**src/rtl/core/sha_pkg.sv**
```systemverilog
// ----------------------------------------------------------------------------
// sha_pkg
// Shared types, constants and bit functions for the SHA-256 stream hasher.
// ----------------------------------------------------------------------------
`default_nettype none

package sha_pkg;

  // Index 0 is hash word H0 (working variable a).
  typedef logic [0:7][31:0] hash_t;

  localparam hash_t INIT_HASH = {
    32'h6a09e667, 32'hbb67ae85, 32'h3c6ef372, 32'ha54ff53a,
    32'h510e527f, 32'h9b05688c, 32'h1f83d9ab, 32'h5be0cd19
  };

  localparam logic [31:0] ROUND_K [64] = '{
    32'h428a2f98, 32'h71374491, 32'hb5c0fbcf, 32'he9b5dba5,
    32'h3956c25b, 32'h59f111f1, 32'h923f82a4, 32'hab1c5ed5,
    32'hd807aa98, 32'h12835b01, 32'h243185be, 32'h550c7dc3,
    32'h72be5d74, 32'h80deb1fe, 32'h9bdc06a7, 32'hc19bf174,
    32'he49b69c1, 32'hefbe4786, 32'h0fc19dc6, 32'h240ca1cc,
    32'h2de92c6f, 32'h4a7484aa, 32'h5cb0a9dc, 32'h76f988da,
    32'h983e5152, 32'ha831c66d, 32'hb00327c8, 32'hbf597fc7,
    32'hc6e00bf3, 32'hd5a79147, 32'h06ca6351, 32'h14292967,
    32'h27b70a85, 32'h2e1b2138, 32'h4d2c6dfc, 32'h53380d13,
    32'h650a7354, 32'h766a0abb, 32'h81c2c92e, 32'h92722c85,
    32'ha2bfe8a1, 32'ha81a664b, 32'hc24b8b70, 32'hc76c51a3,
    32'hd192e819, 32'hd6990624, 32'hf40e3585, 32'h106aa070,
    32'h19a4c116, 32'h1e376c08, 32'h2748774c, 32'h34b0bcb5,
    32'h391c0cb3, 32'h4ed8aa4a, 32'h5b9cca4f, 32'h682e6ff3,
    32'h748f82ee, 32'h78a5636f, 32'h84c87814, 32'h8cc70208,
    32'h90befffa, 32'ha4506ceb, 32'hbef9a3f7, 32'hc67178f2
  };

  localparam logic [7:0] PAD_MARK = 8'h80;
  localparam logic [5:0] LEN_POS  = 6'd56;

  // Message buffer control
  typedef struct packed {
    logic       load;   // shift one byte in
    logic [7:0] data;
    logic       sched;  // shift one schedule word in
  } sha_buf_ctrl_t;

  // Round unit control
  typedef struct packed {
    logic       init;   // hash words back to initial values
    logic       start;  // working variables <- hash words
    logic       round;  // one compression round
    logic       update; // hash words += working variables
    logic [5:0] idx;    // round number
  } sha_rnd_ctrl_t;

  function automatic logic [31:0] ror32(input logic [31:0] x, input int n);
    return (x >> n) | (x << (32 - n));
  endfunction

  function automatic logic [31:0] big_sig0(input logic [31:0] x);
    return ror32(x, 2) ^ ror32(x, 13) ^ ror32(x, 22);
  endfunction

  function automatic logic [31:0] big_sig1(input logic [31:0] x);
    return ror32(x, 6) ^ ror32(x, 11) ^ ror32(x, 25);
  endfunction

  function automatic logic [31:0] small_sig0(input logic [31:0] x);
    return ror32(x, 7) ^ ror32(x, 18) ^ (x >> 3);
  endfunction

  function automatic logic [31:0] small_sig1(input logic [31:0] x);
    return ror32(x, 17) ^ ror32(x, 19) ^ (x >> 10);
  endfunction

endpackage

`default_nettype wire

```
**src/rtl/core/sha_stream_if.sv**
```systemverilog
// ----------------------------------------------------------------------------
// sha_stream_if
// Valid/ready channels of the hasher: message input and digest output.
// ----------------------------------------------------------------------------
`default_nettype none

interface sha_msg_if;
  logic       valid;
  logic       ready;
  logic       kind;
  logic [7:0] data_byte;

  modport source (output valid, kind, data_byte, input ready);
  modport sink   (input valid, kind, data_byte, output ready);
endinterface

interface sha_dig_if;
  logic        valid;
  logic        ready;
  logic [31:0] digest_word;
  logic [2:0]  word_index;
  logic        last;

  modport source (output valid, digest_word, word_index, last, input ready);
  modport sink   (input valid, digest_word, word_index, last, output ready);
endinterface

`default_nettype wire

```
**src/rtl/core/sha256_stream_hasher.sv**
```systemverilog
// ----------------------------------------------------------------------------
// sha256_stream_hasher
// Streaming SHA-256: one message byte per transaction, digest on finish.
// ----------------------------------------------------------------------------
// Data byte: taken while idle; a block's 64th byte runs 64 rounds and the hash
//   update on the shared round unit before ready returns. Finish: pad bytes
//   fill the block, then its rounds and update; a second padded block follows
//   if the length does not fit. Then 8 digest words, one a cycle while ready.
// Synchronous active-high reset: initial hash, empty buffer, zero bit count.
`default_nettype none

module sha256_stream_hasher
  import sha_pkg::*;
(
  input  logic      clk,
  input  logic      rst,
  sha_msg_if.sink   msg,
  sha_dig_if.source digest
);

  localparam logic [2:0] S_IDLE   = 3'd0;
  localparam logic [2:0] S_PAD    = 3'd1;
  localparam logic [2:0] S_ROUND  = 3'd2;
  localparam logic [2:0] S_UPDATE = 3'd3;
  localparam logic [2:0] S_OUT    = 3'd4;

  logic [2:0]  state;
  logic [5:0]  fill;
  logic [5:0]  rnd;
  logic [63:0] bit_len;
  logic        finishing;
  logic        final_blk;
  logic        pad_first;
  logic [2:0]  out_idx;

  logic          msg_acc;
  logic          dig_acc;
  logic [7:0]    pad_byte;
  sha_buf_ctrl_t buf_ctrl;
  sha_rnd_ctrl_t rnd_ctrl;
  logic [31:0]   w_top;
  hash_t         hash;

  assign msg.ready = (state == S_IDLE);
  assign msg_acc   = msg.valid && msg.ready;
  assign dig_acc   = digest.valid && digest.ready;

  // Length bytes occupy positions 56..63, most significant first
  always_comb begin
    if (pad_first) begin
      pad_byte = PAD_MARK;
    end else if (final_blk && fill >= LEN_POS) begin
      pad_byte = bit_len[{~fill[2:0], 3'b000} +: 8];
    end else begin
      pad_byte = '0;
    end
  end

  always_comb begin
    buf_ctrl.load  = (msg_acc && !msg.kind) || (state == S_PAD);
    buf_ctrl.data  = (state == S_PAD) ? pad_byte : msg.data_byte;
    buf_ctrl.sched = (state == S_ROUND);

    rnd_ctrl.init   = dig_acc && digest.last;
    rnd_ctrl.start  = buf_ctrl.load && (fill == 6'd63);
    rnd_ctrl.round  = (state == S_ROUND);
    rnd_ctrl.update = (state == S_UPDATE);
    rnd_ctrl.idx    = rnd;
  end

  assign digest.valid       = (state == S_OUT);
  assign digest.digest_word = hash[out_idx];
  assign digest.word_index  = out_idx;
  assign digest.last        = (out_idx == 3'd7);

  always_ff @(posedge clk) begin
    if (rst) begin
      state     <= S_IDLE;
      fill      <= '0;
      rnd       <= '0;
      bit_len   <= '0;
      finishing <= 1'b0;
      final_blk <= 1'b0;
      pad_first <= 1'b0;
      out_idx   <= '0;
    end else begin
      unique case (state)
        S_IDLE: begin
          if (msg_acc) begin
            if (!msg.kind) begin
              fill    <= fill + 6'd1;
              bit_len <= bit_len + 64'd8;
              if (fill == 6'd63) begin
                state <= S_ROUND;
                rnd   <= '0;
              end
            end else begin
              finishing <= 1'b1;
              pad_first <= 1'b1;
              // marker at 56 or later leaves no room for the length
              final_blk <= (fill < LEN_POS);
              state     <= S_PAD;
            end
          end
        end
        S_PAD: begin
          pad_first <= 1'b0;
          fill      <= fill + 6'd1;
          if (fill == 6'd63) begin
            state <= S_ROUND;
            rnd   <= '0;
          end
        end
        S_ROUND: begin
          rnd <= rnd + 6'd1;
          if (rnd == 6'd63) begin
            state <= S_UPDATE;
          end
        end
        S_UPDATE: begin
          if (!finishing) begin
            state <= S_IDLE;
          end else if (final_blk) begin
            state   <= S_OUT;
            out_idx <= '0;
          end else begin
            final_blk <= 1'b1;
            state     <= S_PAD;
          end
        end
        S_OUT: begin
          if (dig_acc) begin
            out_idx <= out_idx + 3'd1;
            if (digest.last) begin
              state     <= S_IDLE;
              finishing <= 1'b0;
              bit_len   <= '0;
            end
          end
        end
        default: begin
          state <= S_IDLE;
        end
      endcase
    end
  end

  sha_msg_buf u_buf (
    .clk   (clk),
    .ctrl  (buf_ctrl),
    .w_top (w_top)
  );

  sha_rnd u_rnd (
    .clk  (clk),
    .rst  (rst),
    .ctrl (rnd_ctrl),
    .w    (w_top),
    .hash (hash)
  );

  a_no_overlap: assert property (@(posedge clk) disable iff (rst)
    !(msg.ready && digest.valid))
    else $error("input taken while digest pending");

  a_round_end: assert property (@(posedge clk) disable iff (rst)
    (state == S_ROUND && rnd == 6'd63) |=> (state == S_UPDATE))
    else $error("round count did not end compression");

  a_out_empty: assert property (@(posedge clk) disable iff (rst)
    (state == S_OUT) |-> (fill == '0 && finishing && final_blk))
    else $error("digest emitted with bytes pending");

  a_restart: assert property (@(posedge clk) disable iff (rst)
    (dig_acc && digest.last) |=> (bit_len == '0 && state == S_IDLE))
    else $error("no restart after last digest word");

endmodule

`default_nettype wire

```
**src/rtl/core/sha_msg_buf.sv**
```systemverilog
// ----------------------------------------------------------------------------
// sha_msg_buf
// 64-byte block shift line; doubles as the rolling 16-word message schedule.
// ----------------------------------------------------------------------------
`default_nettype none

module sha_msg_buf
  import sha_pkg::*;
(
  input  logic          clk,
  input  sha_buf_ctrl_t ctrl,
  output logic [31:0]   w_top
);

  // Word i of the window sits at bits [511-32*i -: 32]; word 0 is W[t].
  logic [511:0] blk;
  logic [31:0]  w_new;

  assign w_top = blk[511:480];

  // W[t+16] from window words 0, 1, 9, 14
  assign w_new = blk[511:480] + small_sig0(blk[479:448]) + blk[223:192]
               + small_sig1(blk[63:32]);

  always_ff @(posedge clk) begin
    if (ctrl.load) begin
      blk <= {blk[503:0], ctrl.data};
    end else if (ctrl.sched) begin
      blk <= {blk[479:0], w_new};
    end
  end

endmodule

`default_nettype wire

```
**src/rtl/core/sha_rnd.sv**
```systemverilog
// ----------------------------------------------------------------------------
// sha_rnd
// Compression round unit: working variables, hash words, one round a cycle.
// ----------------------------------------------------------------------------
`default_nettype none

module sha_rnd
  import sha_pkg::*;
(
  input  logic          clk,
  input  logic          rst,
  input  sha_rnd_ctrl_t ctrl,
  input  logic [31:0]   w,
  output hash_t         hash
);

  hash_t       v;
  logic [31:0] t1;
  logic [31:0] t2;

  assign t1 = v[7] + big_sig1(v[4]) + ((v[4] & v[5]) ^ (~v[4] & v[6]))
            + ROUND_K[ctrl.idx] + w;
  assign t2 = big_sig0(v[0]) + ((v[0] & v[1]) ^ (v[0] & v[2]) ^ (v[1] & v[2]));

  always_ff @(posedge clk) begin
    if (ctrl.start) begin
      v <= hash;
    end else if (ctrl.round) begin
      v <= {t1 + t2, v[0], v[1], v[2], v[3] + t1, v[4], v[5], v[6]};
    end
  end

  always_ff @(posedge clk) begin
    if (rst || ctrl.init) begin
      hash <= INIT_HASH;
    end else if (ctrl.update) begin
      for (int i = 0; i < 8; i++) begin
        hash[i] <= hash[i] + v[i];
      end
    end
  end

endmodule

`default_nettype wire
```
**src/flat_wrapper.sv**
```systemverilog
// flat-port wrapper written by rule: the top's interface ports become plain ports
module sha256_stream_hasher_flat import sha_pkg::*;
  (clk, rst, msg_valid, msg_kind, msg_data_byte, msg_ready, digest_valid, digest_digest_word, digest_word_index, digest_last, digest_ready);
  sha_msg_if msg_i ();
  sha_dig_if digest_i ();
  input  logic clk;
  input  logic rst;
  input wire logic [$bits(msg_i.valid)-1:0] msg_valid;
  input wire logic [$bits(msg_i.kind)-1:0] msg_kind;
  input wire logic [$bits(msg_i.data_byte)-1:0] msg_data_byte;
  output wire logic [$bits(msg_i.ready)-1:0] msg_ready;
  output wire logic [$bits(digest_i.valid)-1:0] digest_valid;
  output wire logic [$bits(digest_i.digest_word)-1:0] digest_digest_word;
  output wire logic [$bits(digest_i.word_index)-1:0] digest_word_index;
  output wire logic [$bits(digest_i.last)-1:0] digest_last;
  input wire logic [$bits(digest_i.ready)-1:0] digest_ready;
  assign msg_i.valid = msg_valid;
  assign msg_i.kind = msg_kind;
  assign msg_i.data_byte = msg_data_byte;
  assign msg_ready = msg_i.ready;
  assign digest_valid = digest_i.valid;
  assign digest_digest_word = digest_i.digest_word;
  assign digest_word_index = digest_i.word_index;
  assign digest_last = digest_i.last;
  assign digest_i.ready = digest_ready;
  sha256_stream_hasher u_core (.clk(clk), .rst(rst), .msg(msg_i), .digest(digest_i));
endmodule
```
**config.mk**
```make
export PLATFORM = sky130hd
export DESIGN_NAME = sha256_stream_hasher_flat
export DESIGN_NICKNAME = d
export VERILOG_FILES = /design/src/rtl/core/sha_pkg.sv /design/src/rtl/core/sha_stream_if.sv /design/src/rtl/core/sha256_stream_hasher.sv /design/src/rtl/core/sha_msg_buf.sv /design/src/rtl/core/sha_rnd.sv /design/src/flat_wrapper.sv
export SDC_FILE = /design/constraint.sdc
export NUM_CORES = 2
export LEC_CHECK = 0
export BUFFER_PORTS_ARGS = -buffer_cell sky130_fd_sc_hd__buf_4
export CORE_ASPECT_RATIO = 1.2
export CORE_MARGIN = 2
export CORE_UTILIZATION = 50
export CTS_CLUSTER_DIAMETER = 80
export DETAILED_ROUTE_END_ITERATION = 16
export PLACE_DENSITY = 0.63
export SLEW_MARGIN = 30
export SYNTH_ARGS = -nofsm -noshare
export SYNTH_HDL_FRONTEND = slang
export SYNTH_SLANG_ARGS = --single-unit
```
**constraint.sdc**
```tcl
create_clock -name clk -period 28.1 [get_ports clk]
set_clock_uncertainty 0.15 [all_clocks]
set_input_delay 1.405 -clock clk [delete_from_list [all_inputs] [get_ports clk]]
set_output_delay 1.405 -clock clk [all_outputs]
set_load 0.1 [all_outputs]
```
==> impl_metrics.py <==
metrics = {
    "floorplanning": {
        "fp.dieH_um": 427.4,
        "core.rowCount": 155,
        "io_pins": 51,
        "dieWidth_um": 356.9,
        "initial_core_util_pct": 50.29,
        "core_area_um2": 148600,
        "die-area_um2": 152500,
    },
    "routing": {
        "wirelength_mm": 243.1,
        "dr.pass1.iters": 6,
        "wl_per_cell_um": 23.56,
        "vias": 60710,
        "drt_drc_violations_left": 0,
        "drtIter0Drc": 5217,
        "vias_per_cell": 5.884,
        "ant_nets": 0,
    },
    "cts": {
        "root_buffer": "clkbuf_16",
        "cts-resized-gates": 0,
        "cts_num_sinks": 1106,
        "cts_buffer_depth": 3,
        "clk_pin_slew_ps": 60,
        "cts_setup_buffers": 0,
        "htree_levels": 3,
        "numCtsBuffers": 120,
        "holdBufCountCts": 0,
        "clk_latency_ps": 790,
        "cts_tree": "yes",
    },
    "hold_path": {
        "worstHoldPathCells": 2,
        "worst_hold_path_type": "reg2reg",
    },
    "logic_synthesis": {
        "ys_top_cells_by_count": "2,566 x nand2_1, 768 x edfxtp_1, 530 x a21oi_1",
        "post-synth-top-area-cell": "edfxtp_1",
        "ys_seq_area_share_pct": 39.93,
        "syn_avg_cell_area_um2": 8.800,
        "synth.ff_latch_count": 1106,
        "synthArstFlopShare_pct": 0,
        "ys_warn_count": 0,
        "yosysUniqueCellTypes": 87,
        "ys.flop_type": "edfxtp_1",
        "synth_top_area_share_pct": 30.87,
        "synth_nets": 9095,
        "synth_area_um2": 74700,
        "synth.most_common_cell": "nand2_1",
        "synthCells": 8489,
        "synth_area_leaders": "edfxtp_1 31%, nand2_1 13%, dfxtp_1 9.1%, ha_1 6.7%, fa_1 5.2%",
        "synth_edf_count": 768,
    },
    "placement": {
        "placed_area_um2": 76440,
        "numPortBuffers": 50,
        "gp_congestion": 1.011,
        "dp_hpwl_mm": 177.8,
        "preCtsSetupSlack_ps": 17850,
        "dp_cells": 10090,
    },
    "worst_setup_path": {
        "cp_common_cell": "inv_1",
        "crit_path_end_kind": "flop",
        "critPathArrivalTime_ps": 10710,
        "critPathLaunchType": "flop",
        "crit_type": "reg2reg",
        "required_ps": 28460,
        "critPathMaxFanout": 22,
        "crit_slowest_cell": "ha_1",
        "critPathMaxStageDelay_ps": 860,
        "worstRegToRegCells": 34,
    },
    "final_layout": {
        "syn2layout_area_growth_pct": 8.108,
        "design_area_um2": 80760,
        "layout-drive-gt1-share_pct": 6.020,
        "final_nets": 8856,
        "instances_no_fill": 10320,
        "diodes": 0,
    },
    "grt": {
        "grt_pass1_wl_mm": 365.5,
        "antenna_found_initial": 4,
        "track_usage_pct": 31.62,
        "grt_max_degree": 235,
        "overflow": 0,
        "grt_pass1_vias": 59190,
    },
    "sta": {
        "min_period_ps": 10350,
        "tns_ps": 0,
        "clock.fmax_mhz": 96.62,
        "setup_ws_ps": 17750,
        "hold_violations": 0,
        "slew_headroom_pct": 26.33,
        "slew_violations": 0,
        "rsz0062_at_grt": "no",
        "tightest_slew_ps": 1105,
        "min_period_over_period_pct": 36.83,
        "setup_viol": 0,
    },
    "power_and_ir_drop": {
        "clockPowerShare_pct": 31.3,
        "seq_power_share_pct": 37.4,
        "max-vdd-ir-drop_uv": 62.81,
        "powerDensity_nw_per_um2": 68.03,
        "cellLeakagePower_nw": 33.78,
        "switching_share_pct": 34.00,
        "power_switching_mw": 1.868,
        "power_mw": 5.494,
        "combPwrFrac_pct": 31.3,
        "p_int_mw": 3.626,
    },
    "run_status": {
        "status": "finished, final reports clean",
    },
    "job": {
        "drv_cap": 0,
    },
}
## layer usage
layer,vias up,track usage (%),part of all wire [%]
met3,616,3.697,5.2
met5,-,0,0.0041
met4,2,21.95,7.9
li1,28660,-,-
met1,29440,37.63,39
met2,1993,53.45,48
## critical path: cells and delay by family, from the launching register on
kind,cells,cell delay [ps]
AOI/OAI and AO/OA,13,3070
adders and majority gates,6,2970
and+or+nand+nor,5,1320
buffers and inverters,6,910
xor gates and xnor gates,3,740
muxes,1,590
DFF,1,300
## area by class of cell
cell class | count | area, um2
Multi-Input combinational cell | 6554 | 41830
Tap cell | 1962 | 2455
Clock buffer | 164 | 3348
Inverter | 352 | 1329
Fill cell | 13760 | 67790
Timing Repair Buffer | 116 | 1039
Clock inverter | 63 | 909.6
Sequential cell | 1106 | 29850
## worst paths after layout
| check | to | startpoint | slack (ps) |
|---|---|---|---|
| setup / recovery | u_core.u_rnd.v[255]$_DFFE_PP_ | u_core.rnd[1]$_SDFFE_PP0P_ | 17750 |
| hold / removal | u_core.fill[5]$_SDFFE_PP0P_ | u_core.fill[5]$_SDFFE_PP0P_ | 330 |
| setup reg to reg | u_core.u_rnd.v[255]$_DFFE_PP_ | u_core.rnd[1]$_SDFFE_PP0P_ | 17750 |
| hold reg to reg | u_core.fill[5]$_SDFFE_PP0P_ | u_core.fill[5]$_SDFFE_PP0P_ | 330 |
## power groups by stage
stage | logic, mW | clock network, mW | registers [mW]
2_1_floorplan | 1.26 | 0 | 2.05
3_3_place_gp | 1.68 | 0 | 2.09
3_5_place_dp | 1.69 | 0 | 2.09
4_1_cts | 1.71 | 1.74 | 2.05
5_1_grt | 1.91 | 1.81 | 2.06
6_report | 1.72 | 1.72 | 2.05
## registers in the layout (all words and copies together) (netlist names)
signal / cells
u_core.pad_first: 1
u_core.u_rnd.hash: 256
u_core.u_buf.blk: 512
u_core.final_blk: 1
u_core.digest.word_index: 3
u_core.state: 3
u_core.finishing: 1
u_core.fill: 6
u_core.rnd: 6
u_core.u_rnd.v: 256
u_core.bit_len: 61
## stage by stage
stage	util, %	hold WS, ps
2_1_floorplan	-	303.0
3_3_place_gp	51.44	313.4
3_5_place_dp	51.46	327.2
4_1_cts	54.32	337.4
5_1_grt	54.36	360.0
6_report	54.36	333.9
## kinds of logic after synthesis
group / count (synthesis) / share of synthesized area (%)
AO/OA/AOI/OAI: 1693 / 14.03
XOR/XNOR: 595 / 7.013
adder cells (fa/ha/maj): 596 / 11.93
buffers and inverters: 829 / 4.170
flip-flops: 1106 / 39.93
multiplexers: 170 / 3.748
AND/OR/NAND/NOR: 3500 / 19.18
## cell usage in the layout (no fill, tap or decap), types with 16 or more instances in the layout
cell type  count
clkinv_2      16
a31oi_1       46
clkbuf_1      26
a21oi_1      530
xnor2_1      400
bufinv_16     17
inv_1        349
and3_1        51
clkbuf_16    120
mux4_2        82
o21a_1        50
nor3_1        95
o311ai_0      17
or3_1         47
dfxtp_1      331
a211o_1       18
nand3_1      102
o21bai_1      43
mux2i_1       30
a21o_1       201
xor2_1       193
clkbuf_8      18
nand2b_1      57
nor2b_1       48
and2_1        26
fa_1         195
o211ai_1      96
o21ai_0      426
nand4_1       38
o31ai_1       30
nand2_1     2564
edfxtp_1     768
or2_2         17
mux2_2        58
ha_1         398
nor2_1       395
buf_4        101
a211oi_1      78
No activity file was read; power rests on OpenSTA's default activity.
